<file path="src/hdl/sprda_pkg.sv">
// ----------------------------------------------------------------------------
// Setpoint ramp and deviation alarm package
// Shared widths, operation codes, register indexes and saturation helpers.
// ----------------------------------------------------------------------------
package sprda_pkg;

   // Field widths.
   localparam int VALUE_W   = 32;
   localparam int TICK_W    = 16;
   localparam int THRESH_W  = 31;
   localparam int ADDR_W    = 5;
   localparam int CSR_W     = 32;
   localparam int REQ_W     = 88;
   localparam int RSP_W     = 40;

   // Divider runs one quotient bit per step over a magnitude one bit wider
   // than a value.
   localparam int DIV_STEPS = VALUE_W + 1;

   // Operation codes carried in the request tuser.
   localparam logic [1:0] OP_SET_TARGET  = 2'd0;
   localparam logic [1:0] OP_TICK        = 2'd1;
   localparam logic [1:0] OP_RESET_ALARM = 2'd2;

   // Alarm state codes.
   localparam logic [1:0] ST_NORMAL  = 2'd0;
   localparam logic [1:0] ST_CAUTION = 2'd1;
   localparam logic [1:0] ST_ALARM   = 2'd2;

   // Register indexes (word address bits).
   localparam logic [2:0] REG_CAUTION_THRESHOLD = 3'd0;
   localparam logic [2:0] REG_ALARM_THRESHOLD   = 3'd1;
   localparam logic [2:0] REG_DELAY_TICKS       = 3'd2;
   localparam logic [2:0] REG_CAUTION_ENABLE    = 3'd3;
   localparam logic [2:0] REG_ALARM_ENABLE      = 3'd4;
   localparam logic [2:0] REG_SHUTDOWN_ON_ALARM = 3'd5;
   localparam logic [2:0] REG_POINT_ALARMS_OFF  = 3'd6;

   localparam logic [VALUE_W-1:0] VALUE_MAX = {1'b0, {(VALUE_W-1){1'b1}}};
   localparam logic [VALUE_W-1:0] VALUE_MIN = {1'b1, {(VALUE_W-1){1'b0}}};
   localparam logic [TICK_W-1:0]  TICK_MAX  = {TICK_W{1'b1}};

   // Saturate a value that is one bit wider than the value range.
   function automatic logic [VALUE_W-1:0] sat_one(input logic [VALUE_W:0] v);
      logic [VALUE_W-1:0] r;
      if (v[VALUE_W] != v[VALUE_W-1]) begin
         r = v[VALUE_W] ? VALUE_MIN : VALUE_MAX;
      end else begin
         r = v[VALUE_W-1:0];
      end
      return r;
   endfunction

   // Saturate a value that is two bits wider than the value range.
   function automatic logic [VALUE_W-1:0] sat_two(input logic [VALUE_W+1:0] v);
      logic [VALUE_W-1:0] r;
      if (!v[VALUE_W+1] && (v[VALUE_W:VALUE_W-1] != 2'b00)) begin
         r = VALUE_MAX;
      end else if (v[VALUE_W+1] && (v[VALUE_W:VALUE_W-1] != 2'b11)) begin
         r = VALUE_MIN;
      end else begin
         r = v[VALUE_W-1:0];
      end
      return r;
   endfunction

   // Tick counter increment that holds at its maximum.
   function automatic logic [TICK_W-1:0] tick_inc(input logic [TICK_W-1:0] v);
      return (v == TICK_MAX) ? v : v + 1'b1;
   endfunction

endpackage

</file>
<file path="src/hdl/setpoint_ramp_deviation_alarm.sv">
// Sequence: a target word with a nonzero ramp length goes through dispatch, the
// serial divider (one quotient bit per cycle), the step load and the output load;
// a tick word through dispatch, tick evaluation and output load; others through
// dispatch and output load. One word at a time: the next is accepted the cycle
// after the previous result is loaded. Reset (synchronous, active high) clears
// control, ramp, alarm and configuration state; payload registers are not reset.
// ----------------------------------------------------------------------------
// Setpoint ramp with deviation alarm
// Ramps a Q16.16 setpoint toward a target with a serial divider for
// the step, and grades the deviation from the measured value on each tick.
// ----------------------------------------------------------------------------
module setpoint_ramp_deviation_alarm import sprda_pkg::*; (
   input  logic               clock,
   input  logic               reset,
   // Request: tdata = target_value[31:0], ramp_ticks[47:32],
   // measured_value[79:48], global_alarms_off[80], zero fill above.
   input  logic               req_tvalid,
   output logic               req_tready,
   input  logic [REQ_W-1:0]   req_tdata,
   // Request: tuser = operation[1:0].
   input  logic [1:0]         req_tuser,
   // Response: tdata = current_setpoint[31:0], ramp_active[32],
   // alarm_state[34:33], shutdown_trip[35], zero fill above.
   output logic               rsp_tvalid,
   input  logic               rsp_tready,
   output logic [RSP_W-1:0]   rsp_tdata,
   // Register port.
   input  logic               csr_psel,
   input  logic               csr_penable,
   input  logic               csr_pwrite,
   input  logic [ADDR_W-1:0]  csr_paddr,
   input  logic [CSR_W-1:0]   csr_pwdata,
   output logic [CSR_W-1:0]   csr_prdata,
   output logic               csr_pready
);

   // Sequencer codes.
   localparam logic [2:0] S_IDLE     = 3'd0;
   localparam logic [2:0] S_DISPATCH = 3'd1;
   localparam logic [2:0] S_DIVIDE   = 3'd2;
   localparam logic [2:0] S_STEP     = 3'd3;
   localparam logic [2:0] S_EVAL     = 3'd4;
   localparam logic [2:0] S_FINISH   = 3'd5;

   localparam int CNT_W = $clog2(DIV_STEPS + 1);
   localparam logic [CNT_W-1:0] DIV_LOAD = CNT_W'(DIV_STEPS);

   // Sequencer and captured word.
   logic [2:0]          state_ff, state_in;
   logic [1:0]          op_ff;
   logic [VALUE_W-1:0]  tgt_ff, meas_ff;
   logic [TICK_W-1:0]   ticks_ff;
   logic                goff_ff;

   // Ramp and alarm state.
   logic [VALUE_W-1:0]  setpoint_ff, setpoint_in;
   logic [VALUE_W-1:0]  target_ff, target_in;
   logic [VALUE_W-1:0]  step_ff, step_in;
   logic [TICK_W-1:0]   remaining_ff, remaining_in;
   logic                ramp_on_ff, ramp_on_in;
   logic                c_timing_ff, c_timing_in;
   logic [TICK_W-1:0]   c_elapsed_ff, c_elapsed_in;
   logic                a_timing_ff, a_timing_in;
   logic [TICK_W-1:0]   a_elapsed_ff, a_elapsed_in;
   logic [1:0]          prev_ff, prev_in;
   logic                trip_ff, trip_in;

   // Serial divider.
   logic [TICK_W:0]     div_rem_ff, div_rem_in;
   logic [VALUE_W:0]    div_quo_ff, div_quo_in;
   logic                div_neg_ff, div_neg_in;
   logic [CNT_W-1:0]    div_cnt_ff, div_cnt_in;

   // Output register.
   logic                rsp_valid_ff, rsp_valid_in;
   logic [RSP_W-1:0]    rsp_data_ff, rsp_data_in;

   // Configuration registers.
   logic [THRESH_W-1:0] caution_thr_ff, alarm_thr_ff;
   logic [TICK_W-1:0]   delay_ff;
   logic                caution_en_ff, alarm_en_ff, shutdown_en_ff, point_off_ff;

   logic                req_take, cfg_write;
   logic [2:0]          cfg_index;

   // Datapath intermediates.
   logic [VALUE_W:0]    diff;
   logic [VALUE_W:0]    diff_mag;
   logic [TICK_W:0]     rem_shift;
   logic [TICK_W+1:0]   trial;
   logic [VALUE_W+1:0]  quo_signed;
   logic [VALUE_W:0]    ramp_sum;
   logic [TICK_W-1:0]   rem_dec;
   logic [VALUE_W:0]    dev;
   logic [VALUE_W:0]    dev_mag;
   logic                c_over, a_over;
   logic [TICK_W-1:0]   c_inc, a_inc;
   logic [1:0]          st;

   assign req_tready = (state_ff == S_IDLE);
   assign req_take   = req_tvalid && req_tready;
   assign rsp_tvalid = rsp_valid_ff;
   assign rsp_tdata  = rsp_data_ff;

   // Register port decode; pready is tied high.
   assign csr_pready = 1'b1;
   assign cfg_index  = csr_paddr[ADDR_W-1:2];
   assign cfg_write  = csr_psel && csr_penable && csr_pwrite && csr_pready;

   always_comb begin
      case (cfg_index)
         REG_CAUTION_THRESHOLD: csr_prdata = CSR_W'(caution_thr_ff);
         REG_ALARM_THRESHOLD:   csr_prdata = CSR_W'(alarm_thr_ff);
         REG_DELAY_TICKS:       csr_prdata = CSR_W'(delay_ff);
         REG_CAUTION_ENABLE:    csr_prdata = CSR_W'(caution_en_ff);
         REG_ALARM_ENABLE:      csr_prdata = CSR_W'(alarm_en_ff);
         REG_SHUTDOWN_ON_ALARM: csr_prdata = CSR_W'(shutdown_en_ff);
         REG_POINT_ALARMS_OFF:  csr_prdata = CSR_W'(point_off_ff);
         default:               csr_prdata = '0;
      endcase
   end

   // Shared arithmetic terms.
   always_comb begin
      // Ramp distance, target minus setpoint, and its magnitude.
      diff     = {tgt_ff[VALUE_W-1], tgt_ff} - {setpoint_ff[VALUE_W-1], setpoint_ff};
      diff_mag = diff[VALUE_W] ? (~diff + 1'b1) : diff;

      // One restoring division step.
      rem_shift = {div_rem_ff[TICK_W-1:0], div_quo_ff[VALUE_W]};
      trial     = {1'b0, rem_shift} - {2'b00, ticks_ff};

      // Signed quotient, truncated toward zero.
      quo_signed = div_neg_ff ? (~{1'b0, div_quo_ff} + 1'b1) : {1'b0, div_quo_ff};

      // Ramp advance.
      ramp_sum = {setpoint_ff[VALUE_W-1], setpoint_ff} + {step_ff[VALUE_W-1], step_ff};
      rem_dec  = (remaining_ff != '0) ? remaining_ff - 1'b1 : remaining_ff;

      // Deviation of the setpoint from the measured value.
      dev     = {setpoint_ff[VALUE_W-1], setpoint_ff} - {meas_ff[VALUE_W-1], meas_ff};
      dev_mag = dev[VALUE_W] ? (~dev + 1'b1) : dev;
      c_over  = caution_en_ff && (dev_mag > {2'b00, caution_thr_ff});
      a_over  = alarm_en_ff && (dev_mag > {2'b00, alarm_thr_ff});
      c_inc   = c_timing_ff ? tick_inc(c_elapsed_ff) : c_elapsed_ff;
      a_inc   = a_timing_ff ? tick_inc(a_elapsed_ff) : a_elapsed_ff;
   end

   // Sequencer and next state of all datapath registers.
   always_comb begin
      state_in     = state_ff;
      setpoint_in  = setpoint_ff;
      target_in    = target_ff;
      step_in      = step_ff;
      remaining_in = remaining_ff;
      ramp_on_in   = ramp_on_ff;
      c_timing_in  = c_timing_ff;
      c_elapsed_in = c_elapsed_ff;
      a_timing_in  = a_timing_ff;
      a_elapsed_in = a_elapsed_ff;
      prev_in      = prev_ff;
      trip_in      = trip_ff;
      div_rem_in   = div_rem_ff;
      div_quo_in   = div_quo_ff;
      div_neg_in   = div_neg_ff;
      div_cnt_in   = div_cnt_ff;
      st           = ST_NORMAL;
      rsp_valid_in = rsp_valid_ff && !rsp_tready;
      rsp_data_in  = rsp_data_ff;

      case (state_ff)
         S_IDLE: begin
            if (req_take) begin
               state_in = S_DISPATCH;
            end
         end

         S_DISPATCH: begin
            trip_in  = 1'b0;
            state_in = S_FINISH;
            case (op_ff)
               OP_SET_TARGET: begin
                  if (ticks_ff != '0) begin
                     // Start a ramp; the step comes from the divider.
                     ramp_on_in   = 1'b1;
                     target_in    = tgt_ff;
                     remaining_in = ticks_ff;
                     div_rem_in   = '0;
                     div_quo_in   = diff_mag;
                     div_neg_in   = diff[VALUE_W];
                     div_cnt_in   = DIV_LOAD;
                     state_in     = S_DIVIDE;
                  end else begin
                     setpoint_in  = tgt_ff;
                     ramp_on_in   = 1'b0;
                     remaining_in = '0;
                  end
               end
               OP_TICK: begin
                  // Advance the ramp, then grade the deviation next cycle.
                  if (ramp_on_ff) begin
                     setpoint_in  = sat_one(ramp_sum);
                     remaining_in = rem_dec;
                     if (rem_dec == '0) begin
                        setpoint_in = target_ff;
                        ramp_on_in  = 1'b0;
                     end
                  end
                  state_in = S_EVAL;
               end
               OP_RESET_ALARM: begin
                  prev_in      = ST_NORMAL;
                  c_timing_in  = 1'b0;
                  c_elapsed_in = '0;
                  a_timing_in  = 1'b0;
                  a_elapsed_in = '0;
               end
               default: begin
               end
            endcase
         end

         S_DIVIDE: begin
            if (!trial[TICK_W+1]) begin
               div_rem_in = trial[TICK_W:0];
            end else begin
               div_rem_in = rem_shift;
            end
            div_quo_in = {div_quo_ff[VALUE_W-1:0], !trial[TICK_W+1]};
            div_cnt_in = div_cnt_ff - 1'b1;
            if (div_cnt_ff == CNT_W'(1)) begin
               state_in = S_STEP;
            end
         end

         S_STEP: begin
            step_in  = sat_two(quo_signed);
            state_in = S_FINISH;
         end

         S_EVAL: begin
            if (point_off_ff || goff_ff) begin
               c_timing_in  = 1'b0;
               c_elapsed_in = '0;
               a_timing_in  = 1'b0;
               a_elapsed_in = '0;
            end else begin
               // Caution: escalate from normal only after the delay has run.
               if (c_over) begin
                  c_elapsed_in = c_inc;
                  if (prev_ff == ST_NORMAL) begin
                     if (!c_timing_ff) begin
                        c_timing_in  = 1'b1;
                        c_elapsed_in = '0;
                     end else if (c_inc > delay_ff) begin
                        st = ST_CAUTION;
                     end
                  end else begin
                     st = ST_CAUTION;
                  end
               end else begin
                  c_timing_in  = 1'b0;
                  c_elapsed_in = '0;
               end
               // Alarm: held while in alarm, otherwise delayed escalation.
               if (a_over) begin
                  a_elapsed_in = a_inc;
                  if (prev_ff == ST_ALARM) begin
                     st = ST_ALARM;
                  end else if (!a_timing_ff) begin
                     a_timing_in  = 1'b1;
                     a_elapsed_in = '0;
                  end else if (a_inc > delay_ff) begin
                     st = ST_ALARM;
                  end
               end else begin
                  a_timing_in  = 1'b0;
                  a_elapsed_in = '0;
               end
            end
            prev_in  = st;
            trip_in  = (st == ST_ALARM) && shutdown_en_ff;
            state_in = S_FINISH;
         end

         S_FINISH: begin
            // Load the result once the output register is free.
            if (!rsp_valid_ff || rsp_tready) begin
               rsp_valid_in = 1'b1;
               rsp_data_in  = {4'b0000, trip_ff, prev_ff, ramp_on_ff, setpoint_ff};
               state_in     = S_IDLE;
            end
         end

         default: begin
            state_in = S_IDLE;
         end
      endcase
   end

   // Control and state registers.
   always_ff @(posedge clock) begin
      if (reset) begin
         state_ff       <= S_IDLE;
         setpoint_ff    <= '0;
         target_ff      <= '0;
         step_ff        <= '0;
         remaining_ff   <= '0;
         ramp_on_ff     <= 1'b0;
         c_timing_ff    <= 1'b0;
         c_elapsed_ff   <= '0;
         a_timing_ff    <= 1'b0;
         a_elapsed_ff   <= '0;
         prev_ff        <= ST_NORMAL;
         trip_ff        <= 1'b0;
         div_cnt_ff     <= '0;
         rsp_valid_ff   <= 1'b0;
         caution_thr_ff <= '0;
         alarm_thr_ff   <= '0;
         delay_ff       <= '0;
         caution_en_ff  <= 1'b0;
         alarm_en_ff    <= 1'b0;
         shutdown_en_ff <= 1'b0;
         point_off_ff   <= 1'b0;
      end else begin
         state_ff     <= state_in;
         setpoint_ff  <= setpoint_in;
         target_ff    <= target_in;
         step_ff      <= step_in;
         remaining_ff <= remaining_in;
         ramp_on_ff   <= ramp_on_in;
         c_timing_ff  <= c_timing_in;
         c_elapsed_ff <= c_elapsed_in;
         a_timing_ff  <= a_timing_in;
         a_elapsed_ff <= a_elapsed_in;
         prev_ff      <= prev_in;
         trip_ff      <= trip_in;
         div_cnt_ff   <= div_cnt_in;
         rsp_valid_ff <= rsp_valid_in;
         if (cfg_write) begin
            case (cfg_index)
               REG_CAUTION_THRESHOLD: caution_thr_ff <= csr_pwdata[THRESH_W-1:0];
               REG_ALARM_THRESHOLD:   alarm_thr_ff   <= csr_pwdata[THRESH_W-1:0];
               REG_DELAY_TICKS:       delay_ff       <= csr_pwdata[TICK_W-1:0];
               REG_CAUTION_ENABLE:    caution_en_ff  <= csr_pwdata[0];
               REG_ALARM_ENABLE:      alarm_en_ff    <= csr_pwdata[0];
               REG_SHUTDOWN_ON_ALARM: shutdown_en_ff <= csr_pwdata[0];
               REG_POINT_ALARMS_OFF:  point_off_ff   <= csr_pwdata[0];
               default: begin
               end
            endcase
         end
      end
   end

   // Payload registers: captured word, divider data and result word.
   always_ff @(posedge clock) begin
      if (req_take) begin
         op_ff    <= req_tuser;
         tgt_ff   <= req_tdata[VALUE_W-1:0];
         ticks_ff <= req_tdata[VALUE_W+TICK_W-1:VALUE_W];
         meas_ff  <= req_tdata[2*VALUE_W+TICK_W-1:VALUE_W+TICK_W];
         goff_ff  <= req_tdata[2*VALUE_W+TICK_W];
      end
      div_rem_ff  <= div_rem_in;
      div_quo_ff  <= div_quo_in;
      div_neg_ff  <= div_neg_in;
      rsp_data_ff <= rsp_data_in;
   end

endmodule

</file>
<file path="config.mk">
export PLATFORM = sky130hd
export DESIGN_NAME = setpoint_ramp_deviation_alarm
export DESIGN_NICKNAME = d
export VERILOG_FILES = /design/src/hdl/sprda_pkg.sv /design/src/hdl/setpoint_ramp_deviation_alarm.sv
export SDC_FILE = /design/constraint.sdc
export NUM_CORES = 1
export LEC_CHECK = 0
export ABC_AREA = 1
export BUFFER_PORTS_ARGS = -buffer_cell sky130_fd_sc_hd__buf_2
export CAP_MARGIN = 20
export CORE_MARGIN = 8
export CORE_UTILIZATION = 50
export CTS_CLUSTER_DIAMETER = 40
export DETAILED_ROUTE_END_ITERATION = 8
export GPL_ROUTABILITY_DRIVEN = 0
export PLACE_DENSITY_LB_ADDON = 0.08
export SLEW_MARGIN = 10
export SYNTH_ARGS = -nofsm -noshare
export SYNTH_HDL_FRONTEND = slang
export SYNTH_SLANG_ARGS = --single-unit
</file>
<file path="constraint.sdc">
create_clock -name clock -period 16.1 [get_ports clock]
set_input_delay 2.415 -clock clock [delete_from_list [all_inputs] [get_ports clock]]
set_output_delay 2.415 -clock clock [all_outputs]
set_load 0.01 [all_outputs]
</file>
### Yosys cells after proc, flatten, opt, wreduce, memory -nomap -nowiden

Cells that the tools add are included.

* register bits after elaboration: 411
* bits of input ports: 134
* output and inout bits: 75

* add/subtract/negate cells: 11
* $lt $le $gt $ge: 4
* eq/ne operators: 30
* multiplexer cells: 75
* bitwise gates (word level): 3
* reduce and logical (&&, ||, !) cells: 44

Operators with widths (number)
* 16-bit two-way mux: 19
* 32-bit two-way mux: 7
* 31-bit one-hot mux with 7 select lines: 1
* 33-bit two-way mux: 4
* 16-bit one-hot mux with 2 select lines: 4
* 33-bit by 1-bit adder with 33-bit output, second input constant: 2
* 33-bit by 31-bit greater-than comparator with 1-bit output: 2
* 33-bit inverter: 2
* 33-bit one-hot mux with 2 select lines: 1
* 32-bit by 32-bit subtractor with 33-bit output: 2
* 32-bit one-hot mux with 2 select lines: 1
* 34-bit by 1-bit adder with 34-bit output, second input constant: 1
* 34-bit two-way mux: 1
* 33-bit inverter with 34-bit output: 1
* 32-bit by 32-bit adder with 33-bit output: 1
* 16-bit by 1-bit adder with 16-bit output, second input constant: 2
* 16-bit == test, second input constant: 2
* 16-bit greater-than comparator: 2
* 16-bit nonzero test: 2
* 2-bit AND reduction: 10
* 2-bit two-way mux: 9
* 3-bit AND reduction: 6
* 17-bit by 16-bit subtractor with 18-bit output: 1
* 16-bit zero test: 1
* other kinds (28): 83

### Depth between registers and ports, before layout

* depth in word-level cells: 17
* depth in mapped cells: 35
* gate-level depth less buffers: 35

### Least setup slack after synthesis

No wires, ideal clock.

* path type: input-to-reg
* from: input req_tvalid
* to: register goff_ff, enable pin
* setup time: 0.626 ns
* arrival: 8.062 ns
* required time: 15.474 ns
* setup slack: 7.412 ns
* stages: 2
* path buffers: 0
* cells stage by stage: inv_1 > nor3_1

* word-level cells in the longest chain between the ends: 1

Ends and longest elaborated chain
* start: declaration: RTL line setpoint_ramp_deviation_alarm.sv:17 `input logic req_tvalid,`
* 1-bit logical AND: RTL line setpoint_ramp_deviation_alarm.sv:101 `assign req_take = req_tvalid && req_tready;`
* net req_take: RTL line setpoint_ramp_deviation_alarm.sv:83 `logic req_take, cfg_write;`
* end signal: assignment: RTL line setpoint_ramp_deviation_alarm.sv:363 `goff_ff <= req_tdata[2*VALUE_W+TICK_W];`
* end: declaration: RTL line setpoint_ramp_deviation_alarm.sv:53 `logic goff_ff;`

The timed path passes the listed nets, and every way through them passes these cells.
A chain may end at the register's enable or synchronous reset.

### Final worst setup path

* from: register setpoint_ff[0]
* to: register a_elapsed_ff[6]

* word-level cells in the longest chain between the ends: 9

Ends and longest elaborated chain
* start: declaration: RTL line setpoint_ramp_deviation_alarm.sv:56 `logic [VALUE_W-1:0] setpoint_ff, setpoint_in;`
* start signal: assignment: RTL line setpoint_ramp_deviation_alarm.sv:327 `setpoint_ff <= setpoint_in;`
* 32-bit by 32-bit subtractor with 33-bit output *: RTL line setpoint_ramp_deviation_alarm.sv:141 `dev = {setpoint_ff[VALUE_W-1], setpoint_ff} - {meas_ff[VALUE_W-1], meas_ff};`
* 33-bit inverter: RTL line setpoint_ramp_deviation_alarm.sv:142 `dev_mag = dev[VALUE_W] ? (~dev + 1'b1) : dev;`
* 33-bit by 1-bit adder with 33-bit output: RTL line setpoint_ramp_deviation_alarm.sv:142
* 33-bit two-way mux *: RTL line setpoint_ramp_deviation_alarm.sv:142
* 33-bit by 31-bit greater-than comparator with 1-bit output *: RTL line setpoint_ramp_deviation_alarm.sv:144 `a_over = alarm_en_ff && (dev_mag > {2'b00, alarm_thr_ff});`
* 1-bit logical AND *: RTL line setpoint_ramp_deviation_alarm.sv:144
* 16-bit two-way mux *: RTL line setpoint_ramp_deviation_alarm.sv:266 `if (a_over) begin`
* 16-bit two-way mux *: RTL line setpoint_ramp_deviation_alarm.sv:242 `if (point_off_ff || goff_ff) begin`
* 16-bit one-hot mux with 2 select lines *: RTL line setpoint_ramp_deviation_alarm.sv:171 `case (state_ff)`
* end signal: assignment: RTL line setpoint_ramp_deviation_alarm.sv:335 `a_elapsed_ff <= a_elapsed_in;`
* end: declaration: RTL line setpoint_ramp_deviation_alarm.sv:64 `logic [TICK_W-1:0] a_elapsed_ff, a_elapsed_in;`

Mark *: on every way between the ends. The rest lies on a longest branch, timed or not.

==> results.py <==
metrics = {
    "die": {
        "floorplan.initialDensity": 0.501,
        "core_area_um2": 57300,
        "num_rows": 88,
        "design.portCount": 209,
        "floorplan.die.height_um": 256,
        "fp.dieArea_um2": 65300,
        "die_x_um": 256,
    },
    "sta": {
        "finalHoldViolations": 0,
        "number_of_failing_setup_endpoints_in_the_final_timing_report": 0,
        "finalWorstPathRequiredPeriod_ps": 6150,
        "timing.clock.skew_ps": 24.0,
        "maxSlewHeadroom": 0.351,
        "achievable-frequency_ghz": 0.163,
        "unrepaired_setup_endpoints_after_global_routing": "false",
        "maxSlewViolCount": 0,
        "worst_slack_ps": 9950,
        "tightestPinTransition_ps": 974,
        "setup-tns-final_ps": 0,
        "final_min_period_over_clock_period": 0.382,
    },
    "power": {
        "power_frac_comb": 0.305,
        "pwr-share-clk": 0.383,
        "p_seq_frac": 0.312,
        "report.power.total_uw": 4030,
        "cellInternalPower_uw": 2560,
        "worst_vdd_drop_mv": 0.0979,
        "power.leakage_uw": 0.0147,
        "net-switching-power_uw": 1470,
        "switching_share": 0.365,
        "powerDensity_nw_per_um2": 123,
    },
    "placed_design": {
        "place_area_um2": 30400,
        "pre_cts_ws_ps": 10050,
        "place.detailed.hpwl_um": 69700,
        "port_buffers": 192,
    },
    "global_routing": {
        "initial_antenna_violation_count": 6,
        "maximum_number_of_pins_on_one_net_before_global_route_repair": 101,
        "wire_length_of_the_first_global_routing_pass_um": 143000,
        "first_global_vias": 26000,
        "gr-total-overflow": 0,
        "grt.total_usage": 0.270,
    },
    "outcome": {
        "status": "completed",
    },
    "worst_setup_path": {
        "timing.critical_path.required_ps": 16610,
        "setup.worst_path.start_class": "flip-flop",
        "regToRegStartpoint": "setpoint_ff[0]",
        "critical_path_arrival_ps": 6660,
        "timing.critical_path.from": "setpoint_ff[0]",
        "critical_path_class": "reg -> reg",
        "cp-end-kind": "flip-flop",
        "critical-path-top-cell-by-count": "sky130_fd_sc_hd__nand2_1",
        "timing.critical_path.slowest_stage_cell": "sky130_fd_sc_hd__nor2_2",
        "worst_path_largest_cell_delay_ps": 660,
        "critical_path_peak_fanout": 23,
    },
    "clock_tree": {
        "cts_hold_buf": 0,
        "cts_htree_levels": 3,
        "tritoncts_clock_tree": "built",
        "clkSinkCount": 411,
        "worstSkewPairLatency_ps": 610,
        "clk_pin_slew_worst_paths_ps": 50,
        "post-cts-setup-buffer-count": 0,
        "clock_buffers_created_by_tritoncts": 73,
        "cts.path.max_buffers": 3,
        "ctsRootBufferMaster": "sky130_fd_sc_hd__clkbuf_16",
        "cts_repair_resizes": 0,
    },
    "logic_synthesis": {
        "yosysUniqueCellTypes": 65,
        "most_area_consuming_cells_after_synthesis": "sky130_fd_sc_hd__edfxtp_1 (18%), sky130_fd_sc_hd__dfxtp_1 (17%), sky130_fd_sc_hd__nand2_1 (11%), sky130_fd_sc_hd__ha_1 (9.3%), sky130_fd_sc_hd__a21oi_1 (7.4%)",
        "ys_ff_latch": 411,
        "synth_async_sr_flop_share": 0,
        "synth_edf_count": 169,
        "synth_top_area_frac": 0.177,
        "synthCells": 4006,
        "post-synth-top-area-cell": "sky130_fd_sc_hd__edfxtp_1",
        "syn_avg_cell_area_um2": 7.16,
        "ys_dominant_reg_cell": "sky130_fd_sc_hd__dfxtp_1",
        "synthesis.yosys.warnings": 0,
        "synth.yosys.seq_area_share": 0.346,
        "syn_area_um2": 28700,
    },
    "route": {
        "post_route_antenna_net_violation_count": 0,
        "drt_wl_total_um": 91000,
        "detail_route.first_pass.iterations": 6,
        "detailroute.via_count": 27200,
        "drt-initial-drc-count": 2054,
        "vias_per_cell": 5.44,
        "wire_per_inst_um": 18.2,
        "post-route-drc-count": 0,
    },
    "finish": {
        "syn2layout_area_growth_pct": 14.4,
        "final_layout_size_suffix_gt1_frac": 0.0998,
        "finish.instance_area_um2": 32800,
        "finish.net_count": 4532,
    },
    "hold_path": {
        "hold_start": "trip_ff",
        "min_path_type": "reg -> reg",
    },
    "run": {
        "cap_violations": 0,
    },
}
-- layout make-up --
cell class / count / area [um2]
Antenna cell: 1 / 2.50
Clock buffer: 91 / 2050
Clock inverter: 43 / 414
Fill cell: 5653 / 24400
Inverter: 571 / 2150
Multi-Input combinational cell: 2901 / 16200
Sequential cell: 411 / 9920
Tap cell: 765 / 957
Timing Repair Buffer: 222 / 1190
-- final timing paths --
kind,to,slack [ps],cells past startpoint
setup / recovery,a_elapsed_ff[6],9950,32
setup reg to reg,a_elapsed_ff[6],9950,32
hold reg to reg,rsp_tdata[35],440,0
hold / removal,rsp_tdata[35],440,0
-- cell usage after synthesis, types with 8 or more instances --
cell and instances:
sky130_fd_sc_hd__nor3_1 49, sky130_fd_sc_hd__a31oi_1 8, sky130_fd_sc_hd__nand3_1 165, sky130_fd_sc_hd__o21bai_1 11, sky130_fd_sc_hd__a21o_1 10, sky130_fd_sc_hd__xnor2_1 46, sky130_fd_sc_hd__nand2_1 853, sky130_fd_sc_hd__clkbuf_1 101
sky130_fd_sc_hd__o21ai_0 317, sky130_fd_sc_hd__ha_1 214, sky130_fd_sc_hd__or2_2 10, sky130_fd_sc_hd__nor2_1 341, sky130_fd_sc_hd__nand4_1 92, sky130_fd_sc_hd__a21oi_1 425, sky130_fd_sc_hd__o221ai_1 17, sky130_fd_sc_hd__nor3b_1 8
sky130_fd_sc_hd__edfxtp_1 169, sky130_fd_sc_hd__xor2_1 131, sky130_fd_sc_hd__nor2_2 19, sky130_fd_sc_hd__buf_2 15, sky130_fd_sc_hd__o22ai_1 17, sky130_fd_sc_hd__a221oi_1 11, sky130_fd_sc_hd__nor4_1 23, sky130_fd_sc_hd__inv_1 563
sky130_fd_sc_hd__o211ai_1 34, sky130_fd_sc_hd__dfxtp_1 242
-- flip-flops by register name (all words and copies together), names as in the netlist, 2 cells and up --
signal / count
state_ff: 3
tgt_ff: 32
div_cnt_ff: 6
caution_thr_ff: 31
meas_ff: 32
div_rem_ff: 16
setpoint_ff: 32
ticks_ff: 16
remaining_ff: 16
delay_ff: 16
step_ff: 32
op_ff: 2
a_elapsed_ff: 16
rsp_tdata: 36
prev_ff: 2
alarm_thr_ff: 31
c_elapsed_ff: 16
target_ff: 32
div_quo_ff: 33
-- metrics by stage --
step | hold slack, ps | util | cells
global placement | 428 | 0.530 | 4870
floorplan | 409 | - | 4010
global route | 441 | 0.573 | 5004
CTS | 432 | 0.573 | 5004
detailed placement | 422 | 0.530 | 4870
finish | 436 | 0.574 | 5005
-- worst max-delay path: cells and delay by family (launching register included) --
family          cells  cell delay (ps)
flops               1              510
fa+ha+maj           3              930
compound gates      6              870
simple gates       16             2320
xor+xnor            2              530
buf+inv             5              880
-- cells by family after synthesis --
kind of cell / count (synthesis) / share of synthesized area
and+or+nand+nor: 1594 / 0.236
AOI/OAI and AO/OA: 905 / 0.174
buffers and inverters: 698 / 0.0935
DFF: 411 / 0.346
adders and majority gates: 218 / 0.0961
xor gates and xnor gates: 178 / 0.0546
other: 2 / 0.000262
-- routing by layer --
metal  part of all wire  track usage
met1               0.43        0.344
met2               0.47        0.456
met3              0.067       0.0533
met4              0.031       0.0848
met5            0.00033            0
-- placed cells by master, fill, tap and decap left out, types with 46 or more instances in the layout --
master,synthesis,layout
sky130_fd_sc_hd__nor2_1,341,338
sky130_fd_sc_hd__o21ai_0,317,317
sky130_fd_sc_hd__nand2_1,853,853
sky130_fd_sc_hd__nand4_1,92,92
sky130_fd_sc_hd__a21oi_1,425,424
sky130_fd_sc_hd__dfxtp_1,242,242
sky130_fd_sc_hd__edfxtp_1,169,169
sky130_fd_sc_hd__xor2_1,131,131
sky130_fd_sc_hd__clkbuf_16,0,79
sky130_fd_sc_hd__buf_2,15,192
sky130_fd_sc_hd__inv_1,563,561
sky130_fd_sc_hd__ha_1,214,214
sky130_fd_sc_hd__xnor2_1,46,46
sky130_fd_sc_hd__nand3_1,165,165
-- power groups by stage --
| stage | Clock [uW] | Combinational [uW] | Sequential [uW] |
|---|---|---|---|
| after detailed placement | 0 | 1210 | 1270 |
| after global placement | 0 | 1200 | 1270 |
| after CTS | 1570 | 1220 | 1250 |
| after floorplan | 0 | 883 | 1250 |
| after global routing | 1610 | 1390 | 1260 |
| final | 1540 | 1230 | 1260 |
Note: power is estimated with default switching activity, not from simulation.
